### config.mk
export PLATFORM = sky130hd
export DESIGN_NAME = i2c_master_bit_sequencer_core
export DESIGN_NICKNAME = d
export VERILOG_FILES = /design/src/rtl/ibs_pkg.sv /design/src/rtl/i2c_master_bit_sequencer_core.sv /design/src/rtl/ibs_front.sv /design/src/rtl/ibs_back.sv
export SDC_FILE = /design/constraint.sdc
export NUM_CORES = 1
export LEC_CHECK = 0
export BUFFER_PORTS_ARGS = -buffer_cell sky130_fd_sc_hd__buf_2
export CORE_MARGIN = 1
export CORE_UTILIZATION = 50
export DETAILED_ROUTE_END_ITERATION = 6
export PLACE_DENSITY = 0.78
export SLEW_MARGIN = 0
export SYNTH_ARGS = -nofsm -noshare
export SYNTH_HDL_FRONTEND = slang
export SYNTH_SLANG_ARGS = --single-unit
### constraint.sdc
create_clock -name clk -period 3.65 [get_ports clk]
set_clock_uncertainty 0.1 [all_clocks]
set_input_delay 0.73 -clock clk [delete_from_list [all_inputs] [get_ports clk]]
set_output_delay 0.73 -clock clk [all_outputs]
set_load 0.1 [all_outputs]
### src/rtl/ibs_pkg.sv
// ----------------------------------------------------------------------------
// ibs_pkg
// Shared types and constants of the I2C master bit sequencer.
// ----------------------------------------------------------------------------
package ibs_pkg;

  localparam int QUEUE_DEPTH_DEF = 2;
  localparam logic [15:0] DELAY_RESET = 16'd100;

  localparam logic [2:0] OP_START  = 3'd0;
  localparam logic [2:0] OP_STOP   = 3'd1;
  localparam logic [2:0] OP_WRITE  = 3'd2;
  localparam logic [2:0] OP_READ   = 3'd3;
  localparam logic [2:0] OP_RSTART = 3'd4;

  localparam logic [3:0] BITS_PER_BYTE = 4'd8;

  typedef struct packed {
    logic       sda_in;
    logic [7:0] tx_byte;
    logic [2:0] operation;
    logic       cmd_valid;
  } item_t;

  typedef struct packed {
    logic       ack_bit;
    logic [7:0] rx_byte;
    logic       done_res;
    logic       busy_res;
    logic       sda_drive;
    logic       sda_level;
    logic       scl_level;
  } res_t;

endpackage

### src/rtl/i2c_master_bit_sequencer_core.sv
// ----------------------------------------------------------------------------
// i2c_master_bit_sequencer_core
// Tick-driven I2C master pin sequencer with a queued front end.
// ----------------------------------------------------------------------------
// Path: a result passes through the input queue and then the output
// register before it appears on m_tdata.
// Throughput: one item per cycle while m_tready does not stall the output,
// set by the combinational step logic.
// Reset: synchronous rst empties the queue, drops m_tvalid, sets the pins
// high and driven, ack to one and delay_ticks to 100.
module i2c_master_bit_sequencer_core #(
  parameter int QUEUE_DEPTH = ibs_pkg::QUEUE_DEPTH_DEF
) (
  input  logic        clk,
  input  logic        rst,
  input  logic        cfg_wr_en,
  input  logic [15:0] cfg_wr_data,
  input  logic        s_tvalid,
  output logic        s_tready,
  input  logic [15:0] s_tdata,  // tx_byte[7:0], sda_in[8], zero pad
  input  logic [3:0]  s_tuser,  // cmd_valid[0], operation[3:1]
  output logic        m_tvalid,
  input  logic        m_tready,
  output logic [15:0] m_tdata   // scl_level, sda_level, sda_drive, busy_res,
                                // done_res, rx_byte[12:5], ack_bit[13], pad
);

  logic           q_valid;
  logic           q_ready;
  ibs_pkg::item_t q_item;

  ibs_front #(
    .QUEUE_DEPTH(QUEUE_DEPTH)
  ) u_front (
    .clk     (clk),
    .rst     (rst),
    .s_tvalid(s_tvalid),
    .s_tready(s_tready),
    .s_tdata (s_tdata),
    .s_tuser (s_tuser),
    .q_valid (q_valid),
    .q_ready (q_ready),
    .q_item  (q_item)
  );

  ibs_back u_back (
    .clk        (clk),
    .rst        (rst),
    .cfg_wr_en  (cfg_wr_en),
    .cfg_wr_data(cfg_wr_data),
    .q_valid    (q_valid),
    .q_ready    (q_ready),
    .q_item     (q_item),
    .m_tvalid   (m_tvalid),
    .m_tready   (m_tready),
    .m_tdata    (m_tdata)
  );

endmodule

### src/rtl/ibs_front.sv
// ----------------------------------------------------------------------------
// ibs_front
// Accepts tick items from the input stream and queues them for the back end.
// ----------------------------------------------------------------------------
module ibs_front #(
  parameter int QUEUE_DEPTH = ibs_pkg::QUEUE_DEPTH_DEF
) (
  input  logic          clk,
  input  logic          rst,
  input  logic          s_tvalid,
  output logic          s_tready,
  input  logic [15:0]   s_tdata,
  input  logic [3:0]    s_tuser,
  output logic          q_valid,
  input  logic          q_ready,
  output ibs_pkg::item_t q_item
);

  localparam int PTR_W = (QUEUE_DEPTH > 1) ? $clog2(QUEUE_DEPTH) : 1;
  localparam int CNT_W = $clog2(QUEUE_DEPTH + 1);

  ibs_pkg::item_t          mem [QUEUE_DEPTH];
  logic [PTR_W-1:0]        wr_ptr;
  logic [PTR_W-1:0]        rd_ptr;
  logic [CNT_W-1:0]        count;
  logic                    push;
  logic                    pop;
  ibs_pkg::item_t          in_item;

  assign in_item.cmd_valid = s_tuser[0];
  assign in_item.operation = s_tuser[3:1];
  assign in_item.tx_byte   = s_tdata[7:0];
  assign in_item.sda_in    = s_tdata[8];

  assign s_tready = (count != CNT_W'(QUEUE_DEPTH));
  assign q_valid  = (count != '0);
  assign q_item   = mem[rd_ptr];
  assign push     = s_tvalid && s_tready;
  assign pop      = q_valid && q_ready;

  always_ff @(posedge clk) begin
    if (push) begin
      mem[wr_ptr] <= in_item;
    end
  end

  always_ff @(posedge clk) begin
    if (rst) begin
      wr_ptr <= '0;
      rd_ptr <= '0;
      count  <= '0;
    end else begin
      if (push) begin
        wr_ptr <= (wr_ptr == PTR_W'(QUEUE_DEPTH - 1)) ? '0 : wr_ptr + 1'b1;
      end
      if (pop) begin
        rd_ptr <= (rd_ptr == PTR_W'(QUEUE_DEPTH - 1)) ? '0 : rd_ptr + 1'b1;
      end
      if (push && !pop) begin
        count <= count + 1'b1;
      end else if (pop && !push) begin
        count <= count - 1'b1;
      end
    end
  end

endmodule

### src/rtl/ibs_back.sv
// ----------------------------------------------------------------------------
// ibs_back
// Plays out I2C pin steps one tick per item and registers each result.
// ----------------------------------------------------------------------------
module ibs_back (
  input  logic           clk,
  input  logic           rst,
  input  logic           cfg_wr_en,
  input  logic [15:0]    cfg_wr_data,
  input  logic           q_valid,
  output logic           q_ready,
  input  ibs_pkg::item_t q_item,
  output logic           m_tvalid,
  input  logic           m_tready,
  output logic [15:0]    m_tdata
);

  logic [15:0] delay_ticks;
  logic [2:0]  active, active_next;
  logic [3:0]  phase, phase_next;
  logic [3:0]  bitc, bitc_next;
  logic [15:0] dcnt, dcnt_next;
  logic [7:0]  shreg, shreg_next;
  logic        scl, scl_next;
  logic        sda, sda_next;
  logic        drv, drv_next;
  logic        ack, ack_next;
  logic [7:0]  rx, rx_next;
  logic        done;
  logic        proc;
  ibs_pkg::res_t res;

  logic        step_en;
  logic [2:0]  step_op;
  logic [3:0]  step_ph;
  logic [3:0]  step_bc;
  logic [7:0]  sh_src;
  logic [3:0]  ph_a;
  logic [3:0]  bc_a;
  logic        cont;
  logic [2:0]  cur_op;
  logic [15:0] load_val;

  assign q_ready = !m_tvalid || m_tready;
  assign proc    = q_valid && q_ready;
  assign cur_op  = active - 3'd1;
  assign load_val = (delay_ticks == '0) ? '0 : delay_ticks - 16'd1;

  always_comb begin
    active_next = active;
    phase_next  = phase;
    bitc_next   = bitc;
    dcnt_next   = dcnt;
    shreg_next  = shreg;
    scl_next    = scl;
    sda_next    = sda;
    drv_next    = drv;
    ack_next    = ack;
    rx_next     = rx;
    done        = 1'b0;
    step_en     = 1'b0;
    step_op     = cur_op;
    step_ph     = '0;
    step_bc     = '0;
    sh_src      = shreg;
    ph_a        = phase + 4'd1;
    bc_a        = bitc;
    cont        = 1'b0;

    if (cur_op == ibs_pkg::OP_WRITE || cur_op == ibs_pkg::OP_READ) begin
      if (bitc < ibs_pkg::BITS_PER_BYTE) begin
        cont = 1'b1;
        if (ph_a >= 4'd3) begin
          ph_a = '0;
          bc_a = bitc + 4'd1;
        end
      end else begin
        cont = (ph_a < 4'd4);
      end
    end else if (cur_op == ibs_pkg::OP_START) begin
      cont = (ph_a < 4'd2);
    end else if (cur_op == ibs_pkg::OP_STOP) begin
      cont = (ph_a < 4'd3);
    end else begin
      cont = (ph_a < 4'd4);
    end

    if (active != '0) begin
      if (dcnt != '0) begin
        dcnt_next = dcnt - 16'd1;
      end else if (cont) begin
        phase_next = ph_a;
        bitc_next  = bc_a;
        step_en    = 1'b1;
        step_ph    = ph_a;
        step_bc    = bc_a;
      end else begin
        active_next = '0;
        phase_next  = '0;
        bitc_next   = '0;
        done        = 1'b1;
      end
    end else if (q_item.cmd_valid && q_item.operation <= ibs_pkg::OP_RSTART) begin
      active_next = q_item.operation + 3'd1;
      phase_next  = '0;
      bitc_next   = '0;
      step_en     = 1'b1;
      step_op     = q_item.operation;
      if (q_item.operation == ibs_pkg::OP_WRITE) begin
        sh_src     = q_item.tx_byte;
        shreg_next = q_item.tx_byte;
      end
    end

    if (step_en) begin
      dcnt_next = load_val;
      case (step_op)
        ibs_pkg::OP_START: begin
          if (step_ph == 4'd0) begin
            sda_next = 1'b0;
            drv_next = 1'b1;
          end else begin
            scl_next = 1'b0;
          end
        end
        ibs_pkg::OP_STOP: begin
          if (step_ph == 4'd0) begin
            sda_next = 1'b0;
            drv_next = 1'b1;
          end else if (step_ph == 4'd1) begin
            scl_next = 1'b1;
          end else begin
            sda_next = 1'b1;
          end
        end
        ibs_pkg::OP_RSTART: begin
          if (step_ph == 4'd0) begin
            sda_next = 1'b1;
            drv_next = 1'b1;
          end else if (step_ph == 4'd1) begin
            scl_next = 1'b1;
          end else if (step_ph == 4'd2) begin
            sda_next = 1'b0;
          end else begin
            scl_next = 1'b0;
          end
        end
        ibs_pkg::OP_WRITE: begin
          if (step_bc < ibs_pkg::BITS_PER_BYTE) begin
            if (step_ph == 4'd0) begin
              sda_next = sh_src[3'd7 - step_bc[2:0]];
              drv_next = 1'b1;
            end else if (step_ph == 4'd1) begin
              scl_next = 1'b1;
            end else begin
              scl_next = 1'b0;
            end
          end else begin
            if (step_ph == 4'd0) begin
              drv_next = 1'b0;
            end else if (step_ph == 4'd1) begin
              scl_next = 1'b1;
            end else if (step_ph == 4'd2) begin
              ack_next = q_item.sda_in;
              scl_next = 1'b0;
            end else begin
              drv_next = 1'b1;
            end
          end
        end
        default: begin
          if (step_bc < ibs_pkg::BITS_PER_BYTE) begin
            if (step_ph == 4'd0) begin
              if (step_bc == 4'd0) begin
                drv_next = 1'b0;
              end
            end else if (step_ph == 4'd1) begin
              scl_next = 1'b1;
            end else begin
              shreg_next = {sh_src[6:0], q_item.sda_in};
              scl_next   = 1'b0;
              if (step_bc == 4'd7) begin
                rx_next = {sh_src[6:0], q_item.sda_in};
              end
            end
          end else begin
            if (step_ph == 4'd0) begin
              drv_next = 1'b1;
            end else if (step_ph == 4'd1) begin
              sda_next = 1'b0;
            end else if (step_ph == 4'd2) begin
              scl_next = 1'b1;
            end else begin
              scl_next = 1'b0;
            end
          end
        end
      endcase
    end
  end

  assign res.scl_level = scl_next;
  assign res.sda_level = sda_next;
  assign res.sda_drive = drv_next;
  assign res.busy_res  = (active_next != '0);
  assign res.done_res  = done;
  assign res.rx_byte   = rx_next;
  assign res.ack_bit   = ack_next;

  always_ff @(posedge clk) begin
    if (rst) begin
      delay_ticks <= ibs_pkg::DELAY_RESET;
      active      <= '0;
      phase       <= '0;
      bitc        <= '0;
      dcnt        <= '0;
      shreg       <= '0;
      scl         <= 1'b1;
      sda         <= 1'b1;
      drv         <= 1'b1;
      ack         <= 1'b1;
      rx          <= '0;
      m_tvalid    <= 1'b0;
      m_tdata     <= '0;
    end else begin
      if (cfg_wr_en) begin
        delay_ticks <= cfg_wr_data;
      end
      if (proc) begin
        active   <= active_next;
        phase    <= phase_next;
        bitc     <= bitc_next;
        dcnt     <= dcnt_next;
        shreg    <= shreg_next;
        scl      <= scl_next;
        sda      <= sda_next;
        drv      <= drv_next;
        ack      <= ack_next;
        rx       <= rx_next;
        m_tdata  <= {2'b00, res};
        m_tvalid <= 1'b1;
      end else if (m_tready) begin
        m_tvalid <= 1'b0;
      end
    end
  end

endmodule

==> metrics.md <==
| Metric | Value |
|---|---|
| Max-cap violations | `0` |
| CP Class | `reg2reg` |
| Crit path depth | `10` |
| DRC errors left | `0` |
| Fraction of layout instances using a drive strength above 1 | `0.1791` |
| # setup viols final | `0` |
| CTS root buffer | `clkbuf_16` |
| Minimum clock period | `between 3 and 4 ns` |
| Worst setup margin | `approximately 0.18 ns` |
| Average size of a mapped cell | `8.872 sq um` |
| Post-CTS setup buffer count | `0` |
| Slew HR | `0.2319` |
| Worst Path Arrival | `3.59 ns` |
| Largest net degree at the start of global routing | `between 40 and 50` |
| Max Slew Vio Count | `0` |
| Fin. Hold Viols | `0` |
| Post-synth EDFFs | `26` |
| Yosys reg bits | `101` |
| Final Util | `0.5930` |
| Final period utilization | `0.9494` |
| CP Cell Sequence | `inv_1 -> ha_1 -> or4b_4 -> nor4_4 -> nand2_2 -> a2111oi_4 -> mux2_2 -> or4_1 -> nor4_2 -> o21ai_1` |
| Initial Util | `0.5184` |
| Synth Instances | `around 640` |
| F_max | `288.6 MHz` |
| Most frequent cells in the layout | `nor2_1, dfxtp_1, nand2_1, buf_2, mux2i_1` |
| CTS clk-pin slew, worst paths | `0.07 ns` |
| Commonest non-fill, non-tap cell in the layout | `nor2_1` |
| Drt total wl | `14170 um` |
| CTS Sinks | `slightly above 100` |
| DR WL/cell | `roughly 17 um` |
| Max FO, Critical Path | `5` |
| FF-to-FF Start | `u_back.dcnt[0]` |
| Clock Path Buffers | `2` |
| GRT Total Usage | `0.2485` |
| Critical Path End Type | `register` |
| RSZ-0062 raised after global routing | `no` |
| Final net count | `about 750` |
| Final antenna-violating net count | `0` |
| First-pass GRT wire length | `22650 um` |
| Grt ovf | `0` |
| Synth warn | `0` |
| DIE AREA | `about 0.012 sq mm` |
| Initial DRC Count | `between 400 and 500` |
| Setup WS pre-CTS | `between 0.1 and 0.15 ns` |
| GP Congestion | `0.9195` |
| Post-synth cell types | `79` |
| IO Count | `slightly below 60` |
| Cts-stage hold buffer count | `0` |
| Slowest stage delay, CP | `just over 0.5 ns` |
| R2R Setup Slk | `around 0.18 ns` |
| Std-Cell Rows | `38` |
| Reg2Reg Depth | `10` |
| Worst path bufs/invs | `1` |
| Dpl hpwl | `10370 um` |
| Post-synthesis sequential area ratio | `0.4026` |
| Fraction of registers with async set/reset | `0` |
| CP startpoint kind | `register` |
| Port Buffers | `slightly below 50` |
| Vias in the first global route | `around 4600` |
| Crit path capture | `u_back.scl` |
| FF/Latch Area | `between 0.002 and 0.0025 sq mm` |
| DR vias/cell | `approximately 6` |
| Core Area | `~0.011 sq mm` |
| Setup crit start | `u_back.dcnt[0]` |
| Vias | `between 5000 and 6000` |
| Fill cell count | `around 960` |
| CTS H-tree depth | `3` |
| Predominant post-synthesis flop cell | `dfxtp_1` |
| Req. time, crit path | `about 3.8 ns` |
| Slowest CP cell | `or4b_4` |
| Area Overhead vs Synth | `14.39%` |
| Clk_lat worst skew | `around 0.35 ns` |
| Leakage | `2.557 nW` |
| Status | `completed` |
| Antenna diodes | `0` |
| Max VDD drop | `~0.00082 V` |
| HP Class | `reg2reg` |
| Multi-input logic area | `0.003212 sq mm` |
| Worst slew pin tran | `1.148 ns` |
| Setup TNS | `0 ns` |
| Die Ht | `between 100 and 150 um` |
| Worst reg2reg path endpoint | `u_back.scl` |
| Family with the most delay on the worst path | `simple AND/OR/NAND/NOR gates` |
| Post-synth design cell area | `approximately 0.0057 sq mm` |
| Drt pass-1 iters | `5` |
| Power density over the cells | `975.4 mW/mm^2` |
| CTS tree | `yes` |
| Total CTS buffers | `9` |
| Horiz. Die Dim | `about 110 um` |
| Antenna violations before repair | `0` |
==> registers in the layout (all words and copies together) (netlist names), 3 cells and up, named ones only <==
register and count:
u_front.mem 26, u_back.shreg 8, u_back.m_tdata 7, u_back.dcnt 16, u_back.phase 4, u_back.delay_ticks 16, u_back.active 3, u_back.bitc 4
u_back.rx 7
==> worst min-delay path by stage <==
stage	startpoint	end	slack (ns)	cells after the start
2_1_floorplan	u_back.ack	u_back.ack	0.33	2
5_1_grt	u_back.m_tdata[12]	u_back.m_tdata[12]	0.38	2
3_5_place_dp	u_back.ack	u_back.ack	0.36	2
4_1_cts	u_back.m_tdata[4]	u_back.m_tdata[4]	0.37	2
3_3_place_gp	u_back.ack	u_back.ack	0.34	2
6_report	u_back.m_tdata[4]	u_back.m_tdata[4]	0.36	2
==> logic make-up after synthesis <==
family | after synthesis | synth area share
XOR/XNOR | 19 | 0.02935
multiplexers | 59 | 0.1068
AND/OR/NAND/NOR | 247 | 0.2150
flip-flops | 101 | 0.4026
adder cells (fa/ha/maj) | 16 | 0.03443
AO/OA/AOI/OAI | 144 | 0.1730
buffers and inverters | 52 | 0.03818
other | 1 | 0.0006615
==> cell usage after synthesis (4+ instances only) <==
master,n,share of area
or4_1,6,0.0079
o211ai_1,6,0.0079
buf_1,6,0.0040
dfxtp_1,75,0.26
xor2_1,6,0.0093
o21a_1,4,0.0053
o22ai_1,7,0.0077
o21ai_0,27,0.024
clkbuf_1,19,0.013
and3_1,5,0.0055
nand2b_1,11,0.012
a22oi_1,8,0.011
nor4_1,10,0.011
inv_1,17,0.011
a211oi_1,10,0.013
mux2_2,11,0.022
nor2b_1,6,0.0066
buf_2,5,0.0044
a31oi_1,7,0.0077
nand2_1,49,0.032
edfxtp_1,26,0.14
nor3_1,18,0.016
xnor2_1,13,0.020
or3_1,10,0.011
a21oi_1,35,0.031
mux2i_1,47,0.083
nor2_1,97,0.064
ha_1,14,0.031
nand3_1,14,0.012
==> metrics by stage <==
step / cell area, sq um / hold slack [ns] / instances / total power, mW
after floorplan: 5673 / 0.3292 / 640 / 4.340
after global placement: 6156 / 0.3382 / 822 / 5.164
after detailed placement: 6156 / 0.3568 / 822 / 5.275
after CTS: 6447 / 0.3701 / 838 / 6.242
after global routing: 6485 / 0.3808 / 838 / 6.730
final: 6485 / 0.3632 / 838 / 6.325
==> area by class of cell <==
class	instances	share of cell area
Multi-Input combinational cell	487	0.4953
Clock inverter	5	0.005981
Tap cell	140	0.02701
Sequential cell	101	0.3519
Inverter	19	0.01100
Clock buffer	11	0.03897
Timing Repair Buffer	75	0.06984
==> what timing repair did <==
action | in CTS | in global routing
hold endpoints to repair | 0 | 0
resized for setup | 0 | 7
endpoints found under the setup margin | 0 | 6
==> worst min-delay path: cells and delay by family, from the launching register on <==
kind               cells  cell delay [ns]
DFF                    1             0.31
and+or+nand+nor        1             0.05
AOI/OAI and AO/OA      1             0.05
==> layer usage <==
metal / track usage / routed length [um]
met1: 0.3340 / 6515
met5: 0 / 0
met3: 0.05666 / 848
met2: 0.4033 / 6649
met4: 0.06081 / 153
==> power by group <==
part | internal [mW] | switching, mW
clock | 0.507 | 0.437
sequential | 1.42 | 0.228
combinational | 1.37 | 2.36
Note: power is estimated with default switching activity, not from simulation.
